<file path="src/hw/rtl/tpg_pkg.sv">
`timescale 1ns / 1ps
// ----------------------------------------------------------------------------
// tpg_pkg
// Shared types and constants of the three-axis step pulse generator.
// ----------------------------------------------------------------------------
package tpg_pkg;

  localparam int unsigned CoordW   = 32;
  localparam int unsigned RateW    = 16;
  localparam int unsigned MagW     = CoordW + 1;
  localparam int unsigned ProdW    = MagW + RateW;
  localparam int unsigned Axes     = 3;
  localparam int unsigned QueueCnt = 2;

  typedef enum logic {
    OP_LOAD = 1'b0,
    OP_TICK = 1'b1
  } op_e;

  typedef enum logic [1:0] {
    KIND_DIR  = 2'd0,
    KIND_STEP = 2'd1,
    KIND_REST = 2'd2,
    KIND_IDLE = 2'd3
  } kind_e;

  typedef struct packed {
    kind_e kind;
    logic  bit_x;
    logic  bit_y;
    logic  bit_z;
    logic  last;
    logic  seg_end;
  } res_t;

  typedef struct packed {
    logic [1:0] num;
    res_t       first;
    res_t       second;
  } push_t;

endpackage

</file>
<file path="src/hw/rtl/tpg_out_queue.sv">
`timescale 1ns / 1ps
// ----------------------------------------------------------------------------
// tpg_out_queue
// Three-entry result queue, up to two pushes and one transfer per cycle.
// ----------------------------------------------------------------------------
module tpg_out_queue (
  input  logic           clk_i,
  input  logic           rst_ni,
  input  tpg_pkg::push_t push_i,
  output logic           room_o,
  output logic           valid_o,
  input  logic           ready_i,
  output tpg_pkg::res_t  head_o
);

  localparam int unsigned Depth = 3;

  tpg_pkg::res_t q_q [Depth];
  tpg_pkg::res_t q_d [Depth];
  logic [tpg_pkg::QueueCnt-1:0] cnt_q, cnt_d, cnt_p;
  logic pop;

  assign valid_o = (cnt_q != '0);
  assign pop     = valid_o && ready_i;
  assign cnt_p   = cnt_q - tpg_pkg::QueueCnt'(pop);
  assign room_o  = (cnt_p <= 2'd1);
  assign head_o  = q_q[0];

  always_comb begin
    q_d = q_q;
    if (pop) begin
      for (int i = 0; i < Depth - 1; i++) begin
        q_d[i] = q_q[i+1];
      end
    end
    for (int i = 0; i < Depth; i++) begin
      if (push_i.num != 2'd0 && cnt_p == 2'(i)) begin
        q_d[i] = push_i.first;
      end
      if (push_i.num == 2'd2 && (cnt_p + 2'd1) == 2'(i)) begin
        q_d[i] = push_i.second;
      end
    end
    cnt_d = cnt_p + push_i.num;
  end

  always_ff @(posedge clk_i) begin
    q_q <= q_d;
  end

  always_ff @(posedge clk_i or negedge rst_ni) begin
    if (!rst_ni) begin
      cnt_q <= '0;
    end else begin
      cnt_q <= cnt_d;
    end
  end

endmodule

</file>
<file path="config.mk">
export PLATFORM = sky130hd
export DESIGN_NAME = tpg_out_queue
export DESIGN_NICKNAME = d
export VERILOG_FILES = /design/src/hw/rtl/tpg_pkg.sv /design/src/hw/rtl/tpg_out_queue.sv
export SDC_FILE = /design/constraint.sdc
export NUM_CORES = 1
export LEC_CHECK = 0
export ABC_AREA = 1
export BUFFER_PORTS_ARGS = -buffer_cell sky130_fd_sc_hd__buf_2
export CAP_MARGIN = 25
export CORE_ASPECT_RATIO = 1.5
export CORE_MARGIN = 3
export CORE_UTILIZATION = 25
export DETAILED_ROUTE_END_ITERATION = 10
export GPL_TIMING_DRIVEN = 0
export PLACE_DENSITY = 0.53
export SYNTH_ARGS = -nofsm -noshare
export SYNTH_HDL_FRONTEND = slang
export SYNTH_SLANG_ARGS = --single-unit
</file>
<file path="constraint.sdc">
create_clock -name clk_i -period 2.48 [get_ports clk_i]
set_input_delay 0.744 -clock clk_i [delete_from_list [all_inputs] [get_ports clk_i]]
set_output_delay 0.744 -clock clk_i [all_outputs]
set_load 0.01 [all_outputs]
</file>
==> results.env <==
STATIC_LEAKAGE_nW=0.813
MINIMUM_HOLD_SLACK_NS=0.255
MAXIMUM_CAPACITANCE_VIOLATIONS=0
SYNTH_COMPOUND_AREA_FRAC=0.0254
GP_CONGESTION=0.754
POST_SYNTH_MAIN_AREA_CONTRIBUTORS='sky130_fd_sc_hd__edfxtp_1 46%, sky130_fd_sc_hd__nand3_1 16%, sky130_fd_sc_hd__nand2_1 8.7%'
NETSWITCHINGPOWER_uW=861
REQUIRED_NS=1.74
DIE_SPAN_X_UM=66.6
MAPPEDNETLISTNETS=179
CELLPOWERDENSITY_nW_PER_UM2=1300
DPL.CELL_COUNT=253
SYNTH_FA_HA_AREA_FRAC=0.0181
NETLIST_INSTANCES=158
FINAL.MIN_CLOCK_PERIOD_NS=2.35
NON_FILLER_INSTANCES=261
AREA.GROWTH.SYNTH_TO_FINAL_PCT=22.1
INTERNAL-POWER_mW=1.33
PRE_CTS_WS_NS=-0.200
N_ANTENNA_CELL=0
HOLD_VIOL_FINAL=0
YOSYS_REGISTER_BITS=23
WORST_IR_DROP_VDD_mV=0.286
SYN_AREA_PER_CELL_SQ_UM=8.73
CRIT_PATH_CELLS='buf_2 > nand2_2 > inv_1 > ha_1 > inv_1 > nand2_1 > nand2_2 > buf_8 > buf_6'
SYNTHESIZED_AREA_SQ_UM=1380
WORSTREG2REGEND='head_o[5]'
CTS_HOLD_REPAIR.BUFFERS=0
SLEW_HEADROOM=0.758
SYNTH_SIMPLE_GATE_AREA_FRAC=0.329
CLOCK_TREE.HTREE_LEVEL_COUNT=1
FINAL_NETS=215
CLOCK_LATENCY_NS=0.25
INITIAL_UTILIZATION=0.263
PLACEDINSTANCEAREA_SQ_UM=1600
TIMING.CRITICAL_PATH.FROM_TYPE='input port'
P_SEQ_FRAC=0.353
RSZ0062_AT_GRT='no'
TOTALNEGATIVESETUPSLACK_NS=0
FIN_TOTAL_PWR_mW=2.19
BOUNDARYPINS=28
CORE.ROWCOUNT=32
REMAINING_DRC_ERRORS=0
PORT_BUFFERS=27
SHARE_CLK_OF_TOTAL_POWER=0.103
FRACTION_OF_LAYOUT_CELLS_WITH_A_SIZE_SUFFIX_ABOVE_1=0.295
FINAL-SETUP-VIOL-COUNT=0
DIEAREA_SQ_UM=6460
CRITICAL_PATH.REG2REG.STARTPOINT='cnt_q[1]'
INITIAL_ANTENNA_VIOLATION_COUNT=0
DIE_Y_UM=97.0
WORSTPATHBUFFERINVERTERCOUNT=5
SEQUENTIAL_CELL_AREA_SQ_UM=681
FLOORPLAN.CORE_AREA_SQ_UM=5250
POST-SYNTH-TOP-AREA-FRACTION=0.457
GR-USAGE-ALL-LAYERS=0.0969
SYNTH.AREA.MUX_SHARE=0
TIMING.REG2REG.SETUP_SLACK_NS=0.30
ANTENNA_VIOLATING_NETS_POST_ROUTE=0
DR_TOTAL_VIAS=1087
HP-CLASS='input port to asynchronous set/reset pin'
NFILLCELLS=561
CRITICAL-PATH-MAX-STAGE-DELAY_NS=0.20
DRT_FIRST_ITER_VIOLATIONS=23
WORST_MARGIN_SLEW_NS=0.362
SYNTHDISTINCTLIBCELLS=17
WL_PER_CELL_UM=10.8
WORST_SETUP_PATH_END_KIND='output pin'
FINISH.INSTANCE_AREA_SQ_UM=1680
POSTLAYOUTCOREUTIL=0.321
DETAIL_ROUTE.WIRELENGTH_UM=2820
MULTI_INPUT_AREA_SQ_UM=534
NETLIST.TOP_CELL.BY_AREA='sky130_fd_sc_hd__edfxtp_1'
CRITPATHSLOWESTCELL='sky130_fd_sc_hd__ha_1'
GRT_START_MAX_NET_PINS=14
FIN_CRIT_SH=0.947
POWER_FRAC_COMB=0.543
CLK_PIN_SLEW_WORST_PATHS_NS=0.08
SYNTH_TOP_FAMILY_BY_AREA='simple AND/OR/NAND/NOR gates'
FMAX_GHz=0.426
CTSROOTBUFFERMASTER='sky130_fd_sc_hd__clkbuf_8'
DP.FINAL_HPWL_UM=2440
DRTPASS1ITERATIONS=4
CTS.SINK_COUNT=23
CRITICAL-PATH-TOP-DELAY-FAMILY='buffers and inverters'
TRITONCTS='done'
NUMCTSBUFFERS=3
POWER.SWITCHING_FRACTION=0.392
CTS_BUFFER_DEPTH=2
SEQ_AREA_FRAC_SYNTH=0.494
GRT_PASS1_VIAS=1132
CRITPATHKIND='input port to output pin'
VIA_PER_INST=4.16
SYNTH.YOSYS.WARNINGS=0
GRT_FIRST_PASS_WIRELENGTH_UM=4980
WORST_EP_ARRIVAL_NS=1.60
PATH_MAX_FANOUT=5
CLOCK_SKEW_NS=0.00240
R2R_CELLS=8
GLOBAL_ROUTE.OVERFLOW_TOTAL=0
FINAL.SETUP.WORST_SLACK_NS=0.131
FINAL_MAX_SLEW_VIOL_COUNT=0
RUN_STATUS='complete, no violations'
POST_SYNTH_XOR_AREA_FRACTION=0.0127
-- timing repair --
item,CTS,global route
hold endpoints to repair,0,0
buffers inserted,2,3
resized for setup,3,0
pin swaps,1,0
setup endpoints to repair,1,1
-- Yosys cell counts, drive strengths merged --
library cell,n
a21oi,7
nand2,37
edfxtp,21
nor2,12
dfrtp,2
inv,20
nand3,44
xor2,1
clkinv,1
xnor2,1
buf,10
ha,2
-- layout by cell type, fill, tap and decap left out, drive strengths merged --
cell type  instances
nand2             37
nand3             44
dfrtp              2
ha                 2
xor2               1
nor2              12
edfxtp            21
buf               41
inv               20
clkinv             2
xnor2              1
clkbuf             3
a21oi              7
-- worst reg2reg max path, stage by stage (launching register included) --
cell and delay (ns):
sky130_fd_sc_hd__dfrtp_1 0.39, sky130_fd_sc_hd__inv_2 0.07, sky130_fd_sc_hd__nand2_1 0.07, sky130_fd_sc_hd__nand2_2 0.09
sky130_fd_sc_hd__inv_1 0.05, sky130_fd_sc_hd__ha_1 0.36, sky130_fd_sc_hd__nor2_4 0.27, sky130_fd_sc_hd__nand2_1 0.23
sky130_fd_sc_hd__nand3_1 0.32
-- final cells by class --
| cell class | count | area share |
|---|---|---|
| Timing Repair Buffer | 32 | 0.106 |
| Multi-Input combinational cell | 104 | 0.317 |
| Clock inverter | 1 | 0.00297 |
| Clock buffer | 3 | 0.0245 |
| Tap cell | 68 | 0.0505 |
| Sequential cell | 23 | 0.404 |
| Inverter | 21 | 0.0475 |
| Buffer | 9 | 0.0468 |
-- power groups by stage --
stage | Sequential [mW] | Clock (mW) | Combinational [mW]
6_report | 0.775 | 0.227 | 1.19
5_1_grt | 0.796 | 0.258 | 1.35
4_1_cts | 0.779 | 0.238 | 1.17
3_5_place_dp | 0.788 | 0 | 1.13
3_3_place_gp | 0.781 | 0 | 1.11
2_1_floorplan | 0.775 | 0 | 0.863
-- worst max-delay path by stage --
stage | depth (start not counted) | slack [ns] | start | end
after floorplan | 8 | 0.19 | ready_i | room_o
after global placement | 10 | -0.17 | ready_i | room_o
after detailed placement | 10 | -0.20 | ready_i | room_o
after CTS | 9 | 0.08 | ready_i | room_o
after global routing | 10 | 0.04 | cnt_q[1] | room_o
final | 9 | 0.13 | ready_i | room_o
-- per-layer routing --
| layer | vias to the layer above | GRT usage | part of all wire |
|---|---|---|---|
| li1 | 587 | - | - |
| met1 | 480 | 0.0999 | 0.38 |
| met2 | 18 | 0.194 | 0.59 |
| met3 | 2 | 0.0116 | 0.022 |
| met4 | 0 | 0.0235 | 0.013 |
| met5 | - | 0 | 0 |
-- registers in the layout, summed over array words and instances (netlist names) --
name,flops
cnt_q,2
head_o,7
q_q,14
-- kinds of logic (layout without fill, tap and decap cells) --
family                     after synthesis  in the layout
xor gates and xnor gates                 2              2
and+or+nand+nor                         93             93
adders and majority gates                2              2
buffers and inverters                   31             66
DFF                                     23             23
AOI/OAI and AO/OA                        7              7
(Power assumes the default switching activity.)
