[src/hw/rtl/tpg_pkg.sv]
`timescale 1ns / 1ps
// ----------------------------------------------------------------------------
// tpg_pkg
// Shared types and constants of the three-axis step pulse generator.
// ----------------------------------------------------------------------------
package tpg_pkg;

  localparam int unsigned CoordW   = 32;
  localparam int unsigned RateW    = 16;
  localparam int unsigned MagW     = CoordW + 1;
  localparam int unsigned ProdW    = MagW + RateW;
  localparam int unsigned Axes     = 3;
  localparam int unsigned QueueCnt = 2;

  typedef enum logic {
    OP_LOAD = 1'b0,
    OP_TICK = 1'b1
  } op_e;

  typedef enum logic [1:0] {
    KIND_DIR  = 2'd0,
    KIND_STEP = 2'd1,
    KIND_REST = 2'd2,
    KIND_IDLE = 2'd3
  } kind_e;

  typedef struct packed {
    kind_e kind;
    logic  bit_x;
    logic  bit_y;
    logic  bit_z;
    logic  last;
    logic  seg_end;
  } res_t;

  typedef struct packed {
    logic [1:0] num;
    res_t       first;
    res_t       second;
  } push_t;

endpackage

[src/hw/rtl/tpg_slot_engine.sv]
`timescale 1ns / 1ps
// ----------------------------------------------------------------------------
// tpg_slot_engine
// Segment state and per-slot pulse decisions, one item per cycle on fire_i.
// ----------------------------------------------------------------------------
module tpg_slot_engine #(
  parameter int unsigned COUNT_BITS = 24
) (
  input  logic                  clk_i,
  input  logic                  rst_ni,
  input  logic                  fire_i,
  input  tpg_pkg::op_e          op_i,
  input  logic [2:0]            dir_i,
  input  logic [COUNT_BITS-1:0] count_i [tpg_pkg::Axes],
  output tpg_pkg::push_t        push_o
);

  localparam int unsigned CB = COUNT_BITS;

  logic [CB-1:0] slot_q, slot_d;
  logic [CB-1:0] longest_q, longest_d;
  logic [CB-1:0] counts_q [tpg_pkg::Axes];
  logic [CB-1:0] counts_d [tpg_pkg::Axes];
  logic [CB-1:0] rems_q [tpg_pkg::Axes];
  logic [CB-1:0] rems_d [tpg_pkg::Axes];
  logic          active_q, active_d;

  logic [CB-1:0] most_xy, most;
  logic [CB:0]   sum [tpg_pkg::Axes];
  logic [CB+1:0] wrap [tpg_pkg::Axes];
  logic [2:0]    pulse;
  logic          mid_slot, final_slot;

  assign most_xy    = (count_i[1] > count_i[0]) ? count_i[1] : count_i[0];
  assign most       = (count_i[2] > most_xy) ? count_i[2] : most_xy;
  assign mid_slot   = (slot_q == (longest_q >> 1));
  assign final_slot = ((CB+1)'(slot_q) + 1'b1) == (CB+1)'(longest_q);

  always_comb begin
    for (int a = 0; a < tpg_pkg::Axes; a++) begin
      sum[a]  = (CB+1)'(rems_q[a]) + (CB+1)'(counts_q[a]);
      wrap[a] = (CB+2)'(rems_q[a]) + (CB+2)'(counts_q[a]) - (CB+2)'(longest_q);
      if (counts_q[a] == '0) begin
        pulse[a] = 1'b0;
      end else if (counts_q[a] == CB'(1)) begin
        pulse[a] = mid_slot;
      end else begin
        pulse[a] = (rems_q[a] < counts_q[a]);
      end
    end
  end

  always_comb begin
    slot_d    = slot_q;
    longest_d = longest_q;
    active_d  = active_q;
    counts_d  = counts_q;
    rems_d    = rems_q;
    push_o    = '0;
    if (op_i == tpg_pkg::OP_LOAD) begin
      push_o.num          = 2'd1;
      push_o.first.kind   = tpg_pkg::KIND_DIR;
      push_o.first.bit_x  = dir_i[0];
      push_o.first.bit_y  = dir_i[1];
      push_o.first.bit_z  = dir_i[2];
      push_o.first.last   = 1'b1;
      if (fire_i) begin
        counts_d  = count_i;
        for (int a = 0; a < tpg_pkg::Axes; a++) begin
          rems_d[a] = '0;
        end
        longest_d = most;
        slot_d    = '0;
        active_d  = (most != '0);
      end
    end else if (!active_q || longest_q == '0) begin
      push_o.num        = 2'd1;
      push_o.first.kind = tpg_pkg::KIND_IDLE;
      push_o.first.last = 1'b1;
      if (fire_i) begin
        active_d = 1'b0;
      end
    end else begin
      push_o.num            = 2'd2;
      push_o.first.kind     = tpg_pkg::KIND_STEP;
      push_o.first.bit_x    = pulse[0];
      push_o.first.bit_y    = pulse[1];
      push_o.first.bit_z    = pulse[2];
      push_o.second.kind    = tpg_pkg::KIND_REST;
      push_o.second.last    = 1'b1;
      push_o.second.seg_end = final_slot;
      if (fire_i) begin
        for (int a = 0; a < tpg_pkg::Axes; a++) begin
          rems_d[a] = wrap[a][CB+1] ? sum[a][CB-1:0] : wrap[a][CB-1:0];
        end
        slot_d   = final_slot ? '0 : slot_q + 1'b1;
        active_d = !final_slot;
      end
    end
    if (!fire_i) begin
      push_o.num = 2'd0;
    end
  end

  always_ff @(posedge clk_i or negedge rst_ni) begin
    if (!rst_ni) begin
      slot_q    <= '0;
      longest_q <= '0;
      active_q  <= 1'b0;
      for (int a = 0; a < tpg_pkg::Axes; a++) begin
        counts_q[a] <= '0;
        rems_q[a]   <= '0;
      end
    end else begin
      slot_q    <= slot_d;
      longest_q <= longest_d;
      active_q  <= active_d;
      counts_q  <= counts_d;
      rems_q    <= rems_d;
    end
  end

endmodule

[config.mk]
export PLATFORM = sky130hd
export DESIGN_NAME = tpg_slot_engine
export DESIGN_NICKNAME = d
export VERILOG_FILES = /design/src/hw/rtl/tpg_pkg.sv /design/src/hw/rtl/tpg_slot_engine.sv
export SDC_FILE = /design/constraint.sdc
export NUM_CORES = 1
export LEC_CHECK = 0
export ABC_AREA = 1
export BUFFER_PORTS_ARGS = -buffer_cell sky130_fd_sc_hd__buf_2
export CAP_MARGIN = 15
export CORE_ASPECT_RATIO = 0.7
export CORE_MARGIN = 4
export CORE_UTILIZATION = 38
export DETAILED_ROUTE_END_ITERATION = 8
export PLACE_DENSITY = 0.52
export SLEW_MARGIN = 10
export SYNTH_ARGS = -nofsm -noshare
export SYNTH_HDL_FRONTEND = slang
export SYNTH_SLANG_ARGS = --single-unit
[constraint.sdc]
create_clock -name clk_i -period 4 [get_ports clk_i]
set_clock_uncertainty 0.05 [all_clocks]
set_input_delay 0.2 -clock clk_i [delete_from_list [all_inputs] [get_ports clk_i]]
set_output_delay 0.2 -clock clk_i [all_outputs]
set_load 0.01 [all_outputs]
==> flow_summary.ini <==
[outcome]
status = completed

[logic_synthesis]
yosys.area.top_type_share_pct = 21.0
yosys-top-cells-area = sky130_fd_sc_hd__dfrtp_1 (21%), sky130_fd_sc_hd__ha_1 (14%), sky130_fd_sc_hd__nand2_1 (11%)
edff_count_synth = 0
postSynthRegisterBits = 193
ys.warnings.count = 0
syn-instance-count = 3334
number_of_distinct_library_cell_variants_in_the_gate_level_netlist_after_synthesis = 63
synthMostInstantiatedCell = sky130_fd_sc_hd__nand2_1
dominantRegCellSynth = sky130_fd_sc_hd__dfrtp_1
top_cells_by_instance_count_after_synthesis = sky130_fd_sc_hd__nand2_1 (691), sky130_fd_sc_hd__inv_1 (592), sky130_fd_sc_hd__o21ai_0 (283), sky130_fd_sc_hd__ha_1 (265), sky130_fd_sc_hd__nor2_1 (265)
synth_largest_area_cell = sky130_fd_sc_hd__dfrtp_1
mappedNetlistArea_um2 = 23000
synth_area_per_cell_um2 = 6.89
ys_seq_area_share_pct = 21.0
synth-async-reset-ratio_pct = 100

[drt]
dr_total_vias = 24100
drc = 0
dr.first_iter.drc_count = 2466
drt_wl_total_mm = 98.3
avgRoutedWirePerCell_um = 22.2
route.antenna.remaining_nets = 0
drt_first_pass_iters = 6
drt-vias-per-instance = 5.42

[timing]
relSlewSlack_pct = 42.2
achievable-frequency_mhz = 264
hold_violations = 0
timing.final.crit_period_ns = 3.79
report.final.slew_viol_count = 0
setup_total_negative_slack_ns = 0
timing.final.crit_share_pct = 94.8
report.final.setup_viol = 0
worst_hold_slack_ns = 0.0250
rsz0062_at_grt = no
worst_pin_slew_ns = 0.865

[die]
die-height_um = 214
design.portCount = 95
placeable_core_region_um2 = 59900
die_width_um = 302
starting_density_pct = 38.4
num_rows = 75
die_area_um2 = 64500

[clock_tree]
level_count_of_the_clock_h_tree = 4
latest_clock_arrival_within_the_worst_skew_pair_ns = 0.51
cts.repair_timing.setup_buffer_count = 0
cts.path.max_buffers = 2
clk_transition_reported_paths_ns = 0.09
tritoncts_clock_tree = done
clkSinkCount = 193
numCtsBuffers = 17
ctsRootBufferMaster = sky130_fd_sc_hd__clkbuf_16

[grt]
first_global_vias = 22800
grt_overflow_total = 0
antenna_found_initial = 1
grt_max_degree = 83
grt_pass1_wl_mm = 146
global_route.usage.total_pct = 30.5

[cells_and_area]
syn2layout_area_growth_pct = 17.1
final_layout_size_suffix_gt1_share_pct = 11.2
final_cells = 4436
finalCoreUtilization_pct = 45.0
fin_nets = 4033

[place]
gp_congestion = 1.02
numPlacedInstances = 4356
hpwlAfterDp_mm = 80.6
port-buffer-count = 89

[setup_path]
critical_path_arrival_ns = 3.54
cp_data_required_time_ns = 3.75
worstSetupStartpointType = register
worst-setup-path-type = reg -> out
timing.critical_path.to_type = output pin
cp_max_fo = 35

[power_and_ir_drop]
total_power_consumption_mw = 18.3
total_leakage_power_nw = 13.9
vdd_drop_max_mv = 0.448
power_density_nw_per_um2 = 679

[worst_hold_path]
min-delay-path-class = in -> reg

[job]
maxCapViolations = 0
-- worst paths after layout --
check / startpoint / to / slack [ns] / cells after the start
max reg2reg: longest_q[8] / rems_q[55] / 0.36 / 15
min reg2reg: rems_q[67] / rems_q[67] / 0.52 / 2
max: longest_q[9] / push_o[15] / 0.21 / 11
min in group asynchronous: rst_ni / rems_q[30] / 0.24 / 2
max in group asynchronous: rst_ni / rems_q[65] / 2.71 / 3
min: count_i[54] / counts_q[54] / 0.02 / 4
-- power breakdown --
part           internal, mW  switching (mW)  total, mW
combinational          4.83            8.65       13.5
sequential             2.34           0.555       2.90
clock                 0.937           0.967       1.90
-- critical path: stages (launching register included) --
cell and delay (ns):
sky130_fd_sc_hd__dfrtp_1 0.86, sky130_fd_sc_hd__inv_1 0.25, sky130_fd_sc_hd__nand4_1 0.16, sky130_fd_sc_hd__nor4_1 0.06, sky130_fd_sc_hd__buf_4 0.16, sky130_fd_sc_hd__nand3_1 0.12, sky130_fd_sc_hd__nand2_1 0.10, sky130_fd_sc_hd__nor2_4 0.47
sky130_fd_sc_hd__inv_1 0.23, sky130_fd_sc_hd__nor2_4 0.21, sky130_fd_sc_hd__buf_12 0.24, sky130_fd_sc_hd__buf_2 0.18
-- flip-flops by register name, summed over array words and instances, names as in the netlist --
register / flops
longest_q: 24
active_q: 1
rems_q: 72
counts_q: 72
slot_q: 24
-- per-layer routing --
metal | up-vias | routed length [um] | track usage [%]
met5 | - | 0 | 0
met3 | 82 | 10200 | 7.89
met1 | 11600 | 49900 | 48.2
li1 | 11400 | - | -
met2 | 1001 | 36800 | 40.9
met4 | 0 | 1460 | 6.14
-- kinds of logic after synthesis --
kind of cell | after synthesis | synth area share [%]
buffers and inverters | 676 | 11.5
other | 1 | 0.0163
and+or+nand+nor | 1344 | 25.5
adders and majority gates | 340 | 21.0
xor gates and xnor gates | 113 | 4.40
DFF | 193 | 21.0
AOI/OAI and AO/OA | 667 | 16.7
-- cell type report --
cell class / count / area [um2]
diodes: 1 / 2.50
clock inverters: 12 / 141
clock buffers: 20 / 467
multi-input cells: 2469 / 15600
flip-flops and latches: 193 / 4830
fillers: 6446 / 33000
repair buffers: 335 / 2620
well taps: 808 / 1010
inverters: 598 / 2240
-- cells in the final DEF (no fill, tap or decap), drive strengths merged, types with 42 or more instances in the layout --
cell,Yosys,routed
inv,597,604
nor3,42,42
buf,30,287
xor2,86,86
dlygate4sd3,0,47
nor2,276,276
fa,75,75
o21ai,309,309
o211ai,44,44
nand2,699,699
nand3,213,213
a21oi,198,198
dfrtp,193,193
nand4,58,58
ha,265,265
-- through the flow --
stage / setup WS (ns) / area [um2]
after floorplan: 0.615 / 23000
after global placement: -0.200 / 25800
after detailed placement: -0.349 / 25800
after CTS: 0.205 / 26900
after global routing: 0.0110 / 26900
final: 0.207 / 26900
-- repair_timing --
action / CTS / global route
hold buffers: 47 / 0
hold endpoints to repair: 126 / 0
resized for setup: 0 / 15
setup endpoints to repair: 0 / 1
(Power assumes the default switching activity.)
