`config.mk`:
```
export PLATFORM = sky130hd
export DESIGN_NAME = tpg_axis_plan
export DESIGN_NICKNAME = d
export VERILOG_FILES = /design/src/hw/rtl/tpg_pkg.sv /design/src/hw/rtl/tpg_axis_plan.sv
export SDC_FILE = /design/constraint.sdc
export NUM_CORES = 1
export LEC_CHECK = 0
export ABC_AREA = 1
export BUFFER_PORTS_ARGS = -buffer_cell sky130_fd_sc_hd__clkbuf_2
export CAP_MARGIN = 30
export CORE_MARGIN = 10
export CORE_UTILIZATION = 59
export CTS_BUF_LIST = sky130_fd_sc_hd__clkbuf_16
export CTS_CLUSTER_SIZE = 28
export DETAILED_ROUTE_END_ITERATION = 10
export HOLD_SLACK_MARGIN = 0.08
export PLACE_DENSITY = 0.8
export SYNTH_ARGS = -nofsm -noshare
export SYNTH_HDL_FRONTEND = slang
export SYNTH_SLANG_ARGS = --single-unit
```
`constraint.sdc`:
```
create_clock -name clk_i -period 5.42 [get_ports clk_i]
set_clock_uncertainty 0.15 [all_clocks]
set_input_delay 1.355 -clock clk_i [delete_from_list [all_inputs] [get_ports clk_i]]
set_output_delay 1.355 -clock clk_i [all_outputs]
set_load 0.05 [all_outputs]
```
`src/hw/rtl/tpg_pkg.sv`:
```
`timescale 1ns / 1ps
// ----------------------------------------------------------------------------
// tpg_pkg
// Shared types and constants of the three-axis step pulse generator.
// ----------------------------------------------------------------------------
package tpg_pkg;

  localparam int unsigned CoordW   = 32;
  localparam int unsigned RateW    = 16;
  localparam int unsigned MagW     = CoordW + 1;
  localparam int unsigned ProdW    = MagW + RateW;
  localparam int unsigned Axes     = 3;
  localparam int unsigned QueueCnt = 2;

  typedef enum logic {
    OP_LOAD = 1'b0,
    OP_TICK = 1'b1
  } op_e;

  typedef enum logic [1:0] {
    KIND_DIR  = 2'd0,
    KIND_STEP = 2'd1,
    KIND_REST = 2'd2,
    KIND_IDLE = 2'd3
  } kind_e;

  typedef struct packed {
    kind_e kind;
    logic  bit_x;
    logic  bit_y;
    logic  bit_z;
    logic  last;
    logic  seg_end;
  } res_t;

  typedef struct packed {
    logic [1:0] num;
    res_t       first;
    res_t       second;
  } push_t;

endpackage

```
`src/hw/rtl/tpg_axis_plan.sv`:
```
`timescale 1ns / 1ps
// ----------------------------------------------------------------------------
// tpg_axis_plan
// Per-axis planning pipe: direction and magnitude, then pulse count product.
// ----------------------------------------------------------------------------
module tpg_axis_plan #(
  parameter int unsigned COUNT_BITS = 24,
  parameter int unsigned FRAC_BITS  = 16
) (
  input  logic                            clk_i,
  input  logic                            en_i,
  input  logic signed [tpg_pkg::CoordW-1:0] start_i,
  input  logic signed [tpg_pkg::CoordW-1:0] end_i,
  input  logic [tpg_pkg::RateW-1:0]       rate_i,
  output logic                            dir_o,
  output logic [COUNT_BITS-1:0]           count_o
);

  localparam int unsigned MagW  = tpg_pkg::MagW;
  localparam int unsigned ProdW = tpg_pkg::ProdW;
  localparam logic [ProdW-1:0] CntMax = ProdW'((64'd1 << COUNT_BITS) - 64'd1);

  logic signed [MagW-1:0] fwd, bwd;
  logic                   dir_d;
  logic [MagW-1:0]        mag_d;
  logic                   dir1_q, dir2_q;
  logic [MagW-1:0]        mag_q;
  logic [tpg_pkg::RateW-1:0] rate_q;
  logic [ProdW-1:0]       prod_q;
  logic [ProdW-1:0]       shifted;

  // both differences in parallel, pick the non-negative one
  assign fwd   = MagW'(end_i) - MagW'(start_i);
  assign bwd   = MagW'(start_i) - MagW'(end_i);
  assign dir_d = !fwd[MagW-1] && (fwd != '0);
  assign mag_d = fwd[MagW-1] ? bwd : fwd;

  always_ff @(posedge clk_i) begin
    if (en_i) begin
      dir1_q <= dir_d;
      mag_q  <= mag_d;
      rate_q <= rate_i;
      dir2_q <= dir1_q;
      prod_q <= ProdW'(rate_q) * ProdW'(mag_q);
    end
  end

  assign shifted = prod_q >> FRAC_BITS;
  assign count_o = (shifted > CntMax) ? '1 : shifted[COUNT_BITS-1:0];
  assign dir_o   = dir2_q;

endmodule

```
==> out/results.ini, run 1 <==
[floorplanning]
die_x_microns = 225.8
initial_core_util_pct = 59.59
io-pin-count = 107
die_y_microns = 225.8
die-area_sq_um = 51000
placementRows = 75
core_sq_um = 41950

[placed_design]
portBuffers = 106
dp_hpwl_microns = 57630
place_congestion = 1.036

[cells_and_area]
drive_gt1_share_pct = 19.01
diodes = 0
final_cell_mix = 1002 x nand2_1, 947 x inv_1, 408 x fa_1
final_common_cell = nand2_1
n_fill_cell = 3117
final_nets = 4453
area_growth_pct = 20.34

[clocking]
clockBufferDepth = 2
cts_tree = yes
clk_pin_slew_ns = 0.07
clock_latency_ns = 0.38
htree_levels = 3
numCtsBuffers = 9
cts_sinks = 84
cts_root_buffer = clkbuf_16

[synth]
ys.flop_type = edfxtp_1
synth_nets = 4184
synth.avg_cell_area_sq_um = 7.169
synth-xor-area-share_pct = 2.032
synth_compound_area_share_pct = 5.771
synth-seq-cells = 84
synth_cell_types = 41
synth-edff-count = 84
synth_top_family_by_area = adder cells
syn_inst = 3487
synthMuxAreaShare_pct = 0
syn_area_sq_um = 25000
synth_fa_ha_area_share_pct = 43.79
synthArstFlopShare_pct = 0
synth-simple-area-share_pct = 21.13
ys_warn_count = 0
ys_seq_area_share_pct = 10.09

[sta]
fin_crit_sh_pct = 112.4
finalSetupViolCount = 33
slew_viol_final = 0
period_needed_ns = 6.093
finalHoldViolations = 0
fmax_mhz = 164.1
max_slew.worst_pin.slew_ns = 0.8189
grt_setup_unrepaired = true
worst_slack_ns = -0.6727
slew_headroom_pct = 44.83
tns_ns = -16.75

[critical_path]
start_kind = flop
r2r_start = rate_q[5]
cp.arrival_ns = 6.06
critPathLaunch = rate_q[5]
critPathCaptureType = flop
path_max_fanout = 12
cp_common_cell = fa_1
critPathRequiredTime_ns = 5.39
crit_type = reg -> reg
r2r_slack_ns = -0.67
crit_chain = buf_6 -> buf_12 -> buf_12 -> nand2_1 -> inv_1 -> fa_1 -> inv_1 -> fa_2 -> fa_1 -> fa_1 -> inv_1 -> fa_2 -> fa_1 -> ha_4 -> nand2_1 -> nand2_1 -> o21bai_4 -> a21oi_2 -> nand2_2 -> a21o_1 -> nand3_1 -> nand2_2 -> xor2_2
slowest_delay_ns = 0.58
cp_slowest_cell = fa_2

[drt]
drtAntennaViolNets = 0
detail_route.first_pass.iterations = 6
drtIter0Drc = 2091
via_per_inst = 5.399
dr_total_vias = 23220
wl_per_cell_microns = 17.37
routed_wl_microns = 74690
drc = 0

[flow_run]
maxCapViolCount = 0

[hold_path]
min-delay-start = dir1_q
hold_path.class = reg -> reg

[global_routing]
antenna_found_initial = 0
grt_pass1_wl_microns = 115500
globalRouteOverflowTotal = 0
first_global_vias = 23520
grt_max_degree = 57
grt_use_total_pct = 28.24

[status]
violations = negative setup slack
status = finished with violations

-- area by class of cell --
class	instances	area, sq um	share of cell area, %
multi-input combinational	2274	19580	65.10
inverter	990	3719	12.36
timing repair buffer	397	3282	10.91
sequential	84	2522	8.385
tap	539	674.4	2.242
clock buffer	9	225.2	0.7487
clock inverter	7	76.32	0.2537
-- kinds of logic (layout without fill, tap and decap cells) --
group                    Yosys count  count (layout)
AO/OA/AOI/OAI                    260             260
XOR/XNOR                          58              58
adder cells (fa/ha/maj)          615             615
buffers and inverters           1129            1403
flip-flops                        84              84
AND/OR/NAND/NOR                 1341            1341
-- critical path, delay by kind of cell, from the launching register on --
kind,cells,cell delay (ns)
fa+ha+maj,7,3.20
buf+inv,6,0.62
simple gates,6,0.67
compound gates,3,0.58
xor+xnor,1,0.18
flops,1,0.43
-- stage by stage --
step | instance area (sq um) | util [%] | setup WS [ns] | instances | hold WS [ns]
finish | 30080 | 71.72 | -0.6727 | 4300 | 0.2956
global route | 30080 | 71.72 | -0.8619 | 4300 | 0.2939
CTS | 29050 | 69.26 | -0.3609 | 4273 | 0.2893
detailed placement | 28260 | 67.38 | -0.5158 | 4253 | 0.2740
global placement | 28260 | 67.38 | -0.4237 | 4253 | 0.2524
floorplan | 25630 | - | -0.02327 | 3487 | 0.2503
-- worst paths after layout --
kind | end | depth (start not counted)
min | dir_o | 0
min reg2reg | dir_o | 0
max reg2reg | prod_q[38] | 23
max | prod_q[38] | 23
-- cells in the mapped netlist, types with 2 or more instances --
cell,number,area [sq um]
edfxtp_1,84,2522
o21bai_1,16,120.1
nand2_2,2,12.51
xor2_1,50,437.9
nand4_1,20,125.1
o21a_1,7,52.55
a21oi_1,118,590.6
clkbuf_1,128,480.5
a21boi_0,6,45.04
nor4_1,6,37.54
ha_1,182,2277
o21ai_1,13,65.06
nor2_1,147,551.8
a31oi_1,9,56.30
nor2_2,10,62.56
nand3_1,87,435.4
fa_1,433,8668
nor3_1,6,30.03
inv_1,988,3709
nand3b_1,2,15.01
and3_1,2,12.51
nand2_1,1054,3956
o21ai_0,73,365.4
buf_2,4,20.02
buf_6,7,78.83
a21oi_2,2,17.52
a21o_1,9,67.56
and2_1,2,12.51
xnor2_1,8,70.07
-- metal layers --
layer,wire [microns],GRT usage (%),share of wire [%],vias to the layer above
li1,-,-,-,10600
met1,27600,35.40,37,11060
met2,35920,48.20,48,1257
met3,7244,4.255,9.7,304
met4,3931,11.09,5.3,0
met5,0,0,0,-
-- sequential cells by signal, summed over array words and instances (netlist names) --
| register | flops |
|---|---|
| mag_q | 33 |
| prod_q | 33 |
| dir1_q | 1 |
| rate_q | 16 |
| dir_o | 1 |
-- repair_timing --
action	4_1_cts	5_1_grt
hold buffers	0	0
cloned	0	3
hold endpoints to repair	0	0
buffers inserted	4	24
pin swaps	10	80
setup endpoints to repair	33	33
resized for setup	146	210
Power of run 1 is left out: the tool's default activity adds up to more than one toggle a clock period on the data nets, which glitch-free logic cannot reach.
==> run 2, diff against run 1 <==
--- a/config.mk
+++ b/config.mk
@@ -18,3 +18,4 @@
 export SYNTH_ARGS = -nofsm -noshare
 export SYNTH_HDL_FRONTEND = slang
 export SYNTH_SLANG_ARGS = --single-unit
+export TNS_END_PERCENT = 5
==> out/results.ini, run 2 (synthesis results as in run 1) <==
[sta]
worst_slack_ns = -0.4925  ; +0.1802 ns
slew_headroom_pct = 38.82  ; -6.0 points
fin_crit_sh_pct = 109.1  ; -3.3 points
finalSetupViolCount = 33  ; unchanged
grt_setup_unrepaired = true
tns_ns = -13.31  ; +3.441 ns
max_slew.worst_pin.slew_ns = 0.9081  ; +0.08921 ns
period_needed_ns = 5.913  ; -0.1802 ns
finalHoldViolations = 0  ; unchanged
slew_viol_final = 0  ; unchanged
fmax_mhz = 169.1  ; +3.0%

[clocking]
clk_pin_slew_ns = 0.08  ; about the same
postCtsHoldBufs = 0  ; unchanged
cts_sinks = 84  ; unchanged
cts_tree = yes
numCtsBuffers = 9  ; unchanged
cts_root_buffer = clkbuf_16
clock_latency_ns = 0.38  ; about the same
htree_levels = 3  ; unchanged
clockBufferDepth = 2  ; unchanged

[cells_and_area]
n_fill_cell = 3448  ; +11%
ff_latch_area_sq_um = 2522  ; unchanged
finalInstanceArea_sq_um = 28850  ; -4.1%
drive_gt1_share_pct = 13.47  ; -5.5 points
final_common_cell = nand2_1
reg_top3 = mag_q: 33 flops, prod_q: 33 flops, rate_q: 16 flops
final_cells = 4275  ; -0.58%
final_nets = 4428  ; -0.56%
multiInputGateArea_sq_um = 18700  ; -4.5%
final_cell_mix = 1045 x nand2_1, 987 x inv_1, 429 x fa_1
area_growth_pct = 15.42

[global_routing]
globalRouteOverflowTotal = 0  ; unchanged
antenna_found_initial = 1  ; +1
grt_max_degree = 52  ; -8.8%
grt_pass1_wl_microns = 113700  ; -1.5%
first_global_vias = 22940  ; -2.5%
grt_use_total_pct = 27.81  ; -0.43 points

[drt]
detail_route.first_pass.iterations = 9  ; +3
dr_total_vias = 22290  ; -4.0%
drtAntennaViolNets = 0  ; unchanged
drc = 0  ; unchanged
drtIter0Drc = 1825  ; -13%
via_per_inst = 5.214  ; -3.4%
wl_per_cell_microns = 16.03  ; -7.7%
routed_wl_microns = 68520  ; -8.3%

[status]
violations = negative setup slack
status = finished with violations

[critical_path]
critPathCaptureType = flop
path_max_fanout = 18  ; +6
critPathRequiredTime_ns = 5.39  ; about the same
crit_type = reg -> reg
start_kind = flop
cp.arrival_ns = 5.89  ; -0.17 ns

[floorplanning]
die_y_microns = 225.8  ; unchanged
die-area_sq_um = 51000  ; unchanged
initial_core_util_pct = 59.59  ; unchanged
placementRows = 75  ; unchanged
core_sq_um = 41950  ; unchanged
io-pin-count = 107  ; unchanged
die_x_microns = 225.8  ; unchanged

[placed_design]
post-place-cells = 4246  ; -0.16%
dpl-instance-area_sq_um = 28110  ; -0.55%
place_congestion = 1.029  ; -0.66%
portBuffers = 106  ; unchanged
dp_hpwl_microns = 58050  ; +0.72%

[hold_path]
hold_path.class = reg -> reg

[flow_run]
maxCapViolCount = 0  ; unchanged

[run 2: cell types whose count changed in the layout (fill, tap and decap cells not counted), moves of 20 or more]
cell     before   now
inv_2        43     3
nor2_1      100   122
inv_1       947   987
fa_2         25     4
nand2_1    1002  1045
nor2_4       24     4
fa_1        408   429
nand2_2      38    11
[run 2: final timing paths]
path                 to       from  slack, ns  cells after the start
min reg2reg       dir_o     dir1_q       0.29                      0
min               dir_o     dir1_q       0.29                      0
max reg2reg  prod_q[29]  rate_q[4]      -0.49                     24
max          prod_q[29]  rate_q[4]      -0.49                     24
[run 2: metrics by stage]
step / util (%) / setup WS (ns) / hold slack [ns]
2_1_floorplan: - / -0.02754 / 0.2503
3_3_place_gp: 66.95 / -0.4493 / 0.2527
3_5_place_dp: 67.01 / -0.4815 / 0.2668
4_1_cts: 68.00 / -0.4711 / 0.2824
5_1_grt: 68.78 / -0.7564 / 0.2997
6_report: 68.78 / -0.4925 / 0.2908
[run 2: per-layer routing]
layer | share of wire [%] | global-route usage [%] | vias up | wire, microns
met5 | 0 | 0 | - | 0
met4 | 3.9 | 10.02 | 0 | 2690
met3 | 7.5 | 4.449 | 186 | 5114
met2 | 48 | 47.13 | 898 | 33050
met1 | 40 | 35.32 | 10660 | 27660
li1 | - | - | 10540 | -
[run 2: final cells by class]
type	instances	area share, %
multi-input combinational	2274	64.82
clock buffer	9	0.7806
antenna	1	0.008673
timing repair buffer	372	10.20
clock inverter	6	0.2298
sequential	84	8.742
inverter	990	12.89
tap	539	2.337
[run 2: worst max-delay path: stages (launching register included)]
cell and delay (ns):
edfxtp_1 0.50, buf_12 0.20, nand2_1 0.06, inv_1 0.05, fa_1 0.53, inv_1 0.05
fa_1 0.45, fa_1 0.51, inv_1 0.07, fa_1 0.49, fa_1 0.53, inv_1 0.07
fa_1 0.53, inv_2 0.06, ha_4 0.29, nand2_2 0.10, nor2_1 0.18, inv_1 0.08
nor2_1 0.10, nor2_1 0.06, o21ai_0 0.15, a21oi_1 0.06, buf_4 0.15, buf_4 0.13
xnor2_1 0.11
[run 2: what timing repair did]
| item | CTS | global route |
|---|---|---|
| pin swaps | 8 | 10 |
| endpoints found under the setup margin | 33 | 33 |
| resized for setup | 42 | 57 |
| endpoints found under the hold margin | 0 | 0 |
| setup buffers | 0 | 12 |
| cloned | 0 | 1 |
Power of run 2 is left out for the same reason.
